**config.mk**
```make
export PLATFORM = sky130hd
export DESIGN_NAME = two_wheel_straight_drive_sync
export DESIGN_NICKNAME = d
export VERILOG_FILES = /design/src/rtl/tws_pkg.sv /design/src/rtl/tws_seq.sv /design/src/rtl/tws_dp.sv /design/src/rtl/two_wheel_straight_drive_sync.sv
export VERILOG_INCLUDE_DIRS = /design/src /design/src/rtl
export SDC_FILE = /design/constraint.sdc
export NUM_CORES = 2
export LEC_CHECK = 0
export BUFFER_PORTS_ARGS = -buffer_cell sky130_fd_sc_hd__buf_2
export CORE_MARGIN = 3
export CORE_UTILIZATION = 25
export CTS_CLUSTER_SIZE = 40
export DETAILED_ROUTE_END_ITERATION = 6
export PLACE_DENSITY_LB_ADDON = 0.12
export SYNTH_ARGS = -nofsm -noshare
export SYNTH_HDL_FRONTEND = slang
export SYNTH_HIERARCHICAL = 1
export SYNTH_SLANG_ARGS = --single-unit
```
**constraint.sdc**
```tcl
create_clock -name clk -period 14.1 [get_ports clk]
set_input_delay 2.82 -clock clk [delete_from_list [all_inputs] [get_ports clk]]
set_output_delay 2.82 -clock clk [all_outputs]
set_load 0.02 [all_outputs]
```
**src/rtl/two_wheel_straight_drive_sync_macros.svh**
```systemverilog
// Assertion macros for the two-wheel straight-drive block.
// Expects signals clk and rst_n in the scope of use.
`ifndef TWO_WHEEL_STRAIGHT_DRIVE_SYNC_MACROS_SVH
`define TWO_WHEEL_STRAIGHT_DRIVE_SYNC_MACROS_SVH

// Same-cycle implication, disabled while in reset.
`define TWS_ASSERT_IMP(lbl, ante, cons) \
  lbl: assert property (@(posedge clk) disable iff (!rst_n) (ante) |-> (cons)) \
    else $error("tws assertion failed");

// Next-cycle implication, disabled while in reset.
`define TWS_ASSERT_NXT(lbl, ante, cons) \
  lbl: assert property (@(posedge clk) disable iff (!rst_n) (ante) |=> (cons)) \
    else $error("tws assertion failed");

`endif

```
**src/rtl/tws_pkg.sv**
```systemverilog
// Shared types, constants and microcode table for the straight-drive block.
// No dependencies.
`timescale 1ns / 1ps

package tws_pkg;

  localparam int unsigned PC_W = 4;
  typedef logic [PC_W-1:0] pc_t;

  // Datapath operations, one per control word.
  typedef enum logic [3:0] {
    OP_NOP, OP_START, OP_TCMP, OP_AVG, OP_ABS, OP_MULG, OP_TURN, OP_SPD,
    OP_MULL, OP_DIVL, OP_MULR, OP_DIVR, OP_DRIVE, OP_IDLE, OP_END_TO, OP_END_AR
  } op_t;

  // Jump conditions, tested on registered flags.
  typedef enum logic [1:0] {
    C_NONE, C_NOT_MOVING, C_TOUT, C_ARRIVE
  } cond_t;

  typedef struct packed {
    op_t   op;
    cond_t cond;
    pc_t   target;
    logic  done;
  } ctl_t;

  typedef struct packed {
    logic moving;
    logic tout;
    logic arrive;
  } flags_t;

  typedef struct packed {
    logic [14:0] finish_count;
    logic [6:0]  nominal_pct;
    logic [7:0]  gain_q4;
    logic [15:0] timeout_ms;
    logic [15:0] pwm_period;
    logic [15:0] brake_level;
  } cfg_t;

  // Configuration register indexes.
  localparam logic [2:0] CFG_TARGET  = 3'd0;
  localparam logic [2:0] CFG_BASE    = 3'd1;
  localparam logic [2:0] CFG_GAIN    = 3'd2;
  localparam logic [2:0] CFG_TIMEOUT = 3'd3;
  localparam logic [2:0] CFG_PERIOD  = 3'd4;
  localparam logic [2:0] CFG_BRAKE   = 3'd5;

  // Reset values of the configuration registers.
  localparam logic [14:0] RST_TARGET  = 15'd1024;
  localparam logic [6:0]  RST_BASE    = 7'd40;
  localparam logic [7:0]  RST_GAIN    = 8'd8;
  localparam logic [15:0] RST_TIMEOUT = 16'd4000;
  localparam logic [15:0] RST_PERIOD  = 16'd4199;
  localparam logic [15:0] RST_BRAKE   = 16'd4199;

  // Status codes.
  localparam logic [1:0] ST_IDLE    = 2'd0;
  localparam logic [1:0] ST_DRIVE   = 2'd1;
  localparam logic [1:0] ST_ARRIVE  = 2'd2;
  localparam logic [1:0] ST_TIMEOUT = 2'd3;

  localparam logic [6:0] SPEED_MIN = 7'd10;
  localparam logic [6:0] SPEED_MAX = 7'd100;

  // floor(x / 100) = (x * RECIP_100) >> RECIP_SHIFT for x below 2^23.
  localparam logic [23:0] RECIP_100   = 24'd10737419;
  localparam int unsigned RECIP_SHIFT = 30;

  // Branch targets.
  localparam pc_t PC_IDLE = 4'd12;
  localparam pc_t PC_TOUT = 4'd13;
  localparam pc_t PC_ARR  = 4'd14;

  function automatic ctl_t ucode(pc_t pc);
    ctl_t w;
    w = '{op: OP_NOP, cond: C_NONE, target: '0, done: 1'b1};
    case (pc)
      4'd0:  w = '{op: OP_START,  cond: C_NONE,       target: '0,      done: 1'b0};
      4'd1:  w = '{op: OP_TCMP,   cond: C_NOT_MOVING, target: PC_IDLE, done: 1'b0};
      4'd2:  w = '{op: OP_AVG,    cond: C_TOUT,       target: PC_TOUT, done: 1'b0};
      4'd3:  w = '{op: OP_ABS,    cond: C_ARRIVE,     target: PC_ARR,  done: 1'b0};
      4'd4:  w = '{op: OP_MULG,   cond: C_NONE,       target: '0,      done: 1'b0};
      4'd5:  w = '{op: OP_TURN,   cond: C_NONE,       target: '0,      done: 1'b0};
      4'd6:  w = '{op: OP_SPD,    cond: C_NONE,       target: '0,      done: 1'b0};
      4'd7:  w = '{op: OP_MULL,   cond: C_NONE,       target: '0,      done: 1'b0};
      4'd8:  w = '{op: OP_DIVL,   cond: C_NONE,       target: '0,      done: 1'b0};
      4'd9:  w = '{op: OP_MULR,   cond: C_NONE,       target: '0,      done: 1'b0};
      4'd10: w = '{op: OP_DIVR,   cond: C_NONE,       target: '0,      done: 1'b0};
      4'd11: w = '{op: OP_DRIVE,  cond: C_NONE,       target: '0,      done: 1'b1};
      4'd12: w = '{op: OP_IDLE,   cond: C_NONE,       target: '0,      done: 1'b1};
      4'd13: w = '{op: OP_END_TO, cond: C_NONE,       target: '0,      done: 1'b1};
      4'd14: w = '{op: OP_END_AR, cond: C_NONE,       target: '0,      done: 1'b1};
      default: w = '{op: OP_NOP,  cond: C_NONE,       target: '0,      done: 1'b1};
    endcase
    return w;
  endfunction

endpackage

```
**src/rtl/tws_seq.sv**
```systemverilog
// Microcode sequencer: step counter, control ROM lookup and conditional jumps.
// Depends on tws_pkg.
`timescale 1ns / 1ps

module tws_seq
  import tws_pkg::*;
(
  input  logic   clk,
  input  logic   rst_n,
  input  logic   start,
  input  logic   out_block,
  input  flags_t flags,
  output logic   busy,
  output logic   step_en,
  output ctl_t   ctl
);

  logic busy_r, busy_nxt;
  pc_t  pc_r, pc_nxt;
  logic take;

  always_comb begin
    ctl     = ucode(pc_r);
    // Hold on a final step while the result slot is still occupied.
    step_en = busy_r && !(ctl.done && out_block);
    unique case (ctl.cond)
      C_NONE:       take = 1'b0;
      C_NOT_MOVING: take = !flags.moving;
      C_TOUT:       take = flags.tout;
      C_ARRIVE:     take = flags.arrive;
      default:      take = 1'b0;
    endcase
    busy_nxt = busy_r;
    pc_nxt   = pc_r;
    if (start) begin
      busy_nxt = 1'b1;
      pc_nxt   = '0;
    end else if (step_en) begin
      if (ctl.done) begin
        busy_nxt = 1'b0;
      end else if (take) begin
        pc_nxt = ctl.target;
      end else begin
        pc_nxt = pc_r + pc_t'(1);
      end
    end
  end

  always_ff @(posedge clk) begin
    if (!rst_n) begin
      busy_r <= 1'b0;
      pc_r   <= '0;
    end else begin
      busy_r <= busy_nxt;
      pc_r   <= pc_nxt;
    end
  end

  assign busy = busy_r;

endmodule

```
**src/rtl/tws_dp.sv**
```systemverilog
// Datapath: sample registers, shared multiplier, speed clamp and result register.
// Depends on tws_pkg.
`timescale 1ns / 1ps

module tws_dp
  import tws_pkg::*;
(
  input  logic               clk,
  input  logic               rst_n,
  input  logic               load,
  input  logic               in_start_move,
  input  logic signed [15:0] in_left_count,
  input  logic signed [15:0] in_right_count,
  input  logic [15:0]        in_elapsed_ms,
  input  cfg_t               cfg,
  input  op_t                op,
  input  logic               step_en,
  input  logic               out_ready,
  output flags_t             flags,
  output logic               out_valid,
  output logic [1:0]         out_status,
  output logic [6:0]         out_left_speed,
  output logic [6:0]         out_right_speed,
  output logic [15:0]        out_left_fwd_duty,
  output logic [15:0]        out_left_rev_duty,
  output logic [15:0]        out_right_fwd_duty,
  output logic [15:0]        out_right_rev_duty
);

  logic               start_r;
  logic signed [15:0] lc_r, rc_r;
  logic [15:0]        el_r;
  logic               moving_r, hold_r;
  logic               tout_r, arr_r;
  logic signed [16:0] sum_r, err_r;
  logic [15:0]        mag_r;
  logic               neg_r;
  logic [23:0]        prod_r;
  logic signed [20:0] turn_r;
  logic [6:0]         spd_l_r, spd_r_r;
  logic [15:0]        duty_l_r, duty_r_r;
  logic               out_valid_r;
  logic [1:0]         status_r;
  logic [6:0]         o_spd_l_r, o_spd_r_r;
  logic [15:0]        o_lf_r, o_lr_r, o_rf_r, o_rr_r;

  logic [23:0]        mul_a, mul_b;
  logic [47:0]        mul_p;
  logic signed [16:0] avg;
  logic signed [21:0] base_s, sl_raw, sr_raw;
  logic [19:0]        turn_mag;
  logic [15:0]        brk;
  logic               fin;

  function automatic logic [6:0] clamp_spd(logic signed [21:0] s);
    if (s > $signed({15'd0, SPEED_MAX})) begin
      return SPEED_MAX;
    end else if (s < $signed({15'd0, SPEED_MIN})) begin
      return SPEED_MIN;
    end
    return s[6:0];
  endfunction

  // One shared multiplier; operands chosen by the current step.
  always_comb begin
    unique case (op)
      OP_MULG: begin
        mul_a = 24'(mag_r);
        mul_b = 24'(cfg.gain_q4);
      end
      OP_MULL: begin
        mul_a = 24'(spd_l_r);
        mul_b = 24'(cfg.pwm_period);
      end
      OP_MULR: begin
        mul_a = 24'(spd_r_r);
        mul_b = 24'(cfg.pwm_period);
      end
      OP_DIVL, OP_DIVR: begin
        mul_a = prod_r;
        mul_b = RECIP_100;
      end
      default: begin
        mul_a = '0;
        mul_b = '0;
      end
    endcase
  end

  assign mul_p = mul_a * mul_b;

  // Average truncated toward zero.
  assign avg      = sum_r[16] ? ((sum_r + 17'sd1) >>> 1) : (sum_r >>> 1);
  assign turn_mag = prod_r[23:4];
  assign base_s   = $signed({15'd0, cfg.nominal_pct});
  assign sl_raw   = base_s - 22'(turn_r);
  assign sr_raw   = base_s + 22'(turn_r);
  assign brk      = hold_r ? cfg.brake_level : 16'd0;
  assign fin      = step_en && (op == OP_DRIVE || op == OP_IDLE ||
                                op == OP_END_TO || op == OP_END_AR);

  always_ff @(posedge clk) begin
    if (load) begin
      start_r <= in_start_move;
      lc_r    <= in_left_count;
      rc_r    <= in_right_count;
      el_r    <= in_elapsed_ms;
    end
    if (step_en) begin
      case (op)
        OP_TCMP: begin
          tout_r <= el_r > cfg.timeout_ms;
          sum_r  <= 17'(lc_r) + 17'(rc_r);
        end
        OP_AVG: begin
          arr_r <= avg >= $signed({2'b00, cfg.finish_count});
          err_r <= 17'(lc_r) - 17'(rc_r);
        end
        OP_ABS: begin
          mag_r <= err_r[16] ? 16'(-err_r) : err_r[15:0];
          neg_r <= err_r[16];
        end
        OP_MULG, OP_MULL, OP_MULR: prod_r <= mul_p[23:0];
        OP_TURN: begin
          turn_r <= neg_r ? -$signed({1'b0, turn_mag}) : $signed({1'b0, turn_mag});
        end
        OP_SPD: begin
          spd_l_r <= clamp_spd(sl_raw);
          spd_r_r <= clamp_spd(sr_raw);
        end
        OP_DIVL: duty_l_r <= mul_p[RECIP_SHIFT +: 16];
        OP_DIVR: duty_r_r <= mul_p[RECIP_SHIFT +: 16];
        OP_DRIVE: begin
          status_r  <= ST_DRIVE;
          o_spd_l_r <= spd_l_r;
          o_spd_r_r <= spd_r_r;
          o_lf_r    <= duty_l_r;
          o_lr_r    <= 16'd0;
          o_rf_r    <= duty_r_r;
          o_rr_r    <= 16'd0;
        end
        OP_IDLE: begin
          status_r  <= ST_IDLE;
          o_spd_l_r <= 7'd0;
          o_spd_r_r <= 7'd0;
          o_lf_r    <= brk;
          o_lr_r    <= brk;
          o_rf_r    <= brk;
          o_rr_r    <= brk;
        end
        OP_END_TO, OP_END_AR: begin
          status_r  <= (op == OP_END_TO) ? ST_TIMEOUT : ST_ARRIVE;
          o_spd_l_r <= 7'd0;
          o_spd_r_r <= 7'd0;
          o_lf_r    <= cfg.brake_level;
          o_lr_r    <= cfg.brake_level;
          o_rf_r    <= cfg.brake_level;
          o_rr_r    <= cfg.brake_level;
        end
        default: ;
      endcase
    end
  end

  // Move state and result handshake.
  always_ff @(posedge clk) begin
    if (!rst_n) begin
      moving_r    <= 1'b0;
      hold_r      <= 1'b0;
      out_valid_r <= 1'b0;
    end else begin
      if (step_en && op == OP_START && start_r) begin
        moving_r <= 1'b1;
        hold_r   <= 1'b0;
      end else if (step_en && (op == OP_END_TO || op == OP_END_AR)) begin
        moving_r <= 1'b0;
        hold_r   <= 1'b1;
      end
      if (fin) begin
        out_valid_r <= 1'b1;
      end else if (out_ready) begin
        out_valid_r <= 1'b0;
      end
    end
  end

  assign flags = '{moving: moving_r, tout: tout_r, arrive: arr_r};

  assign out_valid          = out_valid_r;
  assign out_status         = status_r;
  assign out_left_speed     = o_spd_l_r;
  assign out_right_speed    = o_spd_r_r;
  assign out_left_fwd_duty  = o_lf_r;
  assign out_left_rev_duty  = o_lr_r;
  assign out_right_fwd_duty = o_rf_r;
  assign out_right_rev_duty = o_rr_r;

endmodule

```
**src/rtl/two_wheel_straight_drive_sync.sv**
```systemverilog
// Two-wheel straight-drive synchronizer, top level.
// Per sample: idle step if no move is on, else timeout end, arrival end or the full drive path.
// A new sample is taken only once the sequencer is parked again,
// and the final step stalls while the previous result waits for its transfer.
// Reset (synchronous, active low): no move, brake released, result slot empty,
// configuration registers return to their defaults. Depends on tws_pkg, tws_seq, tws_dp.
`timescale 1ns / 1ps
`include "two_wheel_straight_drive_sync_macros.svh"

module two_wheel_straight_drive_sync
  import tws_pkg::*;
(
  input  logic               clk,
  input  logic               rst_n,
  // configuration write port
  input  logic               cfg_we,
  input  logic [2:0]         cfg_idx,
  input  logic [15:0]        cfg_wdata,
  // sample channel
  input  logic               in_valid,
  output logic               in_ready,
  input  logic               in_start_move,
  input  logic signed [15:0] in_left_count,
  input  logic signed [15:0] in_right_count,
  input  logic [15:0]        in_elapsed_ms,
  // result channel
  output logic               out_valid,
  input  logic               out_ready,
  output logic [1:0]         out_status,
  output logic [6:0]         out_left_speed,
  output logic [6:0]         out_right_speed,
  output logic [15:0]        out_left_fwd_duty,
  output logic [15:0]        out_left_rev_duty,
  output logic [15:0]        out_right_fwd_duty,
  output logic [15:0]        out_right_rev_duty
);

  cfg_t   cfg_r;
  logic   busy;
  logic   step_en;
  logic   in_xfer;
  logic   out_block;
  ctl_t   ctl;
  flags_t flags;
  logic   drive_ok;
  logic   stop_ok;

  // Configuration registers; writes to unused indexes are dropped.
  always_ff @(posedge clk) begin
    if (!rst_n) begin
      cfg_r.finish_count <= RST_TARGET;
      cfg_r.nominal_pct  <= RST_BASE;
      cfg_r.gain_q4      <= RST_GAIN;
      cfg_r.timeout_ms   <= RST_TIMEOUT;
      cfg_r.pwm_period   <= RST_PERIOD;
      cfg_r.brake_level  <= RST_BRAKE;
    end else if (cfg_we) begin
      unique case (cfg_idx)
        CFG_TARGET:  cfg_r.finish_count <= cfg_wdata[14:0];
        CFG_BASE:    cfg_r.nominal_pct  <= cfg_wdata[6:0];
        CFG_GAIN:    cfg_r.gain_q4      <= cfg_wdata[7:0];
        CFG_TIMEOUT: cfg_r.timeout_ms   <= cfg_wdata;
        CFG_PERIOD:  cfg_r.pwm_period   <= cfg_wdata;
        CFG_BRAKE:   cfg_r.brake_level  <= cfg_wdata;
        default: ;
      endcase
    end
  end

  // Take a new sample only when the sequencer is parked; a finished result
  // may still sit in the output register while the next sample is worked on.
  assign in_ready  = !busy;
  assign in_xfer   = in_valid && in_ready;
  // The final step waits while the previous result has not been transferred.
  assign out_block = out_valid && !out_ready;

  tws_seq u_seq (
    .clk       (clk),
    .rst_n     (rst_n),
    .start     (in_xfer),
    .out_block (out_block),
    .flags     (flags),
    .busy      (busy),
    .step_en   (step_en),
    .ctl       (ctl)
  );

  tws_dp u_dp (
    .clk                (clk),
    .rst_n              (rst_n),
    .load               (in_xfer),
    .in_start_move      (in_start_move),
    .in_left_count      (in_left_count),
    .in_right_count     (in_right_count),
    .in_elapsed_ms      (in_elapsed_ms),
    .cfg                (cfg_r),
    .op                 (ctl.op),
    .step_en            (step_en),
    .out_ready          (out_ready),
    .flags              (flags),
    .out_valid          (out_valid),
    .out_status         (out_status),
    .out_left_speed     (out_left_speed),
    .out_right_speed    (out_right_speed),
    .out_left_fwd_duty  (out_left_fwd_duty),
    .out_left_rev_duty  (out_left_rev_duty),
    .out_right_fwd_duty (out_right_fwd_duty),
    .out_right_rev_duty (out_right_rev_duty)
  );

  // Driven results carry clamped speeds and no reverse drive.
  assign drive_ok = out_left_speed >= SPEED_MIN && out_left_speed <= SPEED_MAX &&
                    out_right_speed >= SPEED_MIN && out_right_speed <= SPEED_MAX &&
                    out_left_rev_duty == 16'd0 && out_right_rev_duty == 16'd0;
  // Any other result stops the wheels with one level on all four inputs.
  assign stop_ok  = out_left_speed == 7'd0 && out_right_speed == 7'd0 &&
                    out_left_fwd_duty == out_left_rev_duty &&
                    out_right_fwd_duty == out_right_rev_duty &&
                    out_left_fwd_duty == out_right_fwd_duty;

  // A transferred sample keeps the sequencer busy on the next cycle.
  `TWS_ASSERT_NXT(a_busy_after_take, in_valid && in_ready, !in_ready)
  `TWS_ASSERT_IMP(a_drive_range, out_valid && out_status == ST_DRIVE, drive_ok)
  `TWS_ASSERT_IMP(a_stop_uniform, out_valid && out_status != ST_DRIVE, stop_ok)

endmodule
```
==> metrics <==
most frequent CP cell=fa_1; RSZ-0062 raised after global routing=false; CTS tree=done; Worst-Skew Late Latency=around 660 ps; FILL cells=14000; total power=3460 uW; vias in the first global route=23600; Max Cap Viol=0; Max Clock Skew=55.0 ps; status=complete, no violations; worst min-delay path class=reg -> reg; share of layout cells above drive strength 1=0.0961; Syn Inst Count=between 3000 and 4000; GRT overflow=0; largest net degree at the start of global routing=69; hold_sp=cfg_r[10]$_SDFFE_PN0P_; worst reg2reg path endpoint=u_dp/duty_l_r[14]$_DFFE_PP_; Top Ports=155; initial antenna violation count=4; DRT iter0 DRCs=1354; CTS sink cnt=about 350; Routed wire per std cell=19.5 um; die height=around 370 um; r2r setup slk=approximately 4400 ps; Final Hold Fails=0; post-cts resize count=0; first-pass GRT wire length=154000 um; Final Cycle Share=0.690; final wirelength=between 100000 and 150000 um; synthesized area per cell=~10 um2; die area=137000 um2; H-tree depth=2; gpl congestion=about 0.84; Initial Utilization=0.254; Min Hold Slack=around 450 ps; R2R Path Start=u_seq/ctl[9]$_DFF_P_; P&R area growth vs syn=14.2%; final setup fails=0; routed vias=22500; Crit Path Max Fanout=21; clk buf depth=3; Slew Viols, Final=0; Die W=370 um; Routed Antenna Nets=0; DR pass1 iterations=5; worst rel slew slack=0.283; CP endpoint kind=flip-flop; Cell Rows=between 100 and 150; data arrival time of the critical path=a little over 10000 ps; Reg clk slew, reported paths=around 60 ps; PnR worst setup slack=4380 ps; dpl hpwl=83800 um; Largest stage delay, worst path=roughly 850 ps; Post-CTS Setup Bufs=0; Worst-Margin Slew=around 1100 ps; fin crit period=just under 10000 ps; worst hold path endpoint=cfg_r[10]$_SDFFE_PN0P_; Nets=between 4000 and 5000; Slowest cell on crit path=a21oi_1; CTS root buf=clkbuf_16; Num CTS Buffers=between 40 and 50; cts hold-fix bufs=0; setup_tns=0 ps; Max VDD drop=93.3 uV; drt drc=0; Final Util=0.290; Crit Path Category=reg -> reg; CP Launch Type=flip-flop; Vias/cell=4.28; CP required=~14000 ps; IO Port Bufs=154; PD cells=91.4 nW/um2; Synth Warn #=6; mapped cell area=around 33000 um2; fmax=~100 MHz; WHS Path Cells=2; Core ar.=130000 um2; cells on worst reg2reg path=28; total track usage=0.150; dpl ws=4430 ps; LEAKAGE=~0.018 uW
==> stage by stage <==
stage / cells / area (um2)
finish: 5240 / 37800
global route: 5238 / 37800
CTS: 5238 / 37800
detailed placement: 5148 / 36100
global placement: 5148 / 36100
floorplan: 3332 / 33400
==> area by class of cell <==
type | instances | area (um2) | share of cell area
Antenna cell | 2 | 5.00 | 0.000132
Timing Repair Buffer | 192 | 1070 | 0.0283
Clock buffer | 65 | 1370 | 0.0362
Clock inverter | 25 | 278 | 0.00735
Inverter | 687 | 2580 | 0.0683
Sequential cell | 353 | 9640 | 0.255
Multi-Input combinational cell | 2174 | 20700 | 0.547
Tap cell | 1742 | 2180 | 0.0577
==> worst max-delay path by stage <==
stage | startpoint | endpoint | slack (ps)
finish | u_seq/ctl[9]$_DFF_P_ | u_dp/duty_l_r[14]$_DFFE_PP_ | 4380
global placement | u_seq/ctl[9]$_DFF_P_ | u_dp/duty_l_r[14]$_DFFE_PP_ | 4530
detailed placement | u_seq/ctl[9]$_DFF_P_ | u_dp/duty_r_r[14]$_DFFE_PP_ | 4430
CTS | u_seq/ctl[9]$_DFF_P_ | u_dp/duty_l_r[14]$_DFFE_PP_ | 4400
global route | u_seq/ctl[9]$_DFF_P_ | u_dp/duty_l_r[14]$_DFFE_PP_ | 3920
floorplan | u_seq/ctl[10]$_DFF_P_ | u_dp/duty_l_r[14]$_DFFE_PP_ | 6130
==> power by group <==
group	switching (uW)	leakage, uW	internal [uW]	total (uW)
Combinational	633	0.0142	387	1020
Sequential	15.8	0.00313	1160	1170
Clock	517	0.000796	744	1260
Total	1170	0.0181	2290	3460
==> per-layer routing <==
| layer | routed length, um | vias to the layer above | global-route usage |
|---|---|---|---|
| met5 | 0 | - | 0 |
| met4 | 1770 | 0 | 0.0313 |
| met3 | 3340 | 81 | 0.0172 |
| met2 | 46600 | 337 | 0.240 |
| met1 | 50300 | 11200 | 0.218 |
| li1 | - | 10900 | - |
==> registers in the layout (all words and copies together), names as in the netlist, 10 cells and up <==
name and flops:
u_dp/out_right_rev_duty 16, u_dp/turn_r 21, u_dp/out_left_fwd_duty 16, u_dp/duty_l_r 16
u_dp/sum_r 17, u_dp/mag_r 16, u_dp/rc_r 16, u_dp/prod_r 24
cfg_r 78, u_dp/out_right_fwd_duty 16, u_dp/err_r 17, u_seq/ctl 10
u_dp/el_r 16, u_dp/lc_r 16, u_dp/duty_r_r 16
==> placed cells by master, fill, tap and decap left out, types with 77 or more instances in the layout <==
master      n
nand2_1   202
inv_1     686
a21oi_1    79
mux2i_1    87
fa_1      390
nor2_1    233
xnor2_1    87
and3_1     77
edfxtp_1  257
ha_1      308
dfxtp_1    95
buf_2     153
==> critical path: cells and delay by family (launching register included) <==
kind	cells	cell delay, ps
adder cells (fa/ha/maj)	8	4010
AO/OA/AOI/OAI	6	2260
AND/OR/NAND/NOR	7	1820
buffers and inverters	6	670
flip-flops	1	580
XOR/XNOR	1	140
No activity file was read; power rests on OpenSTA's default activity.
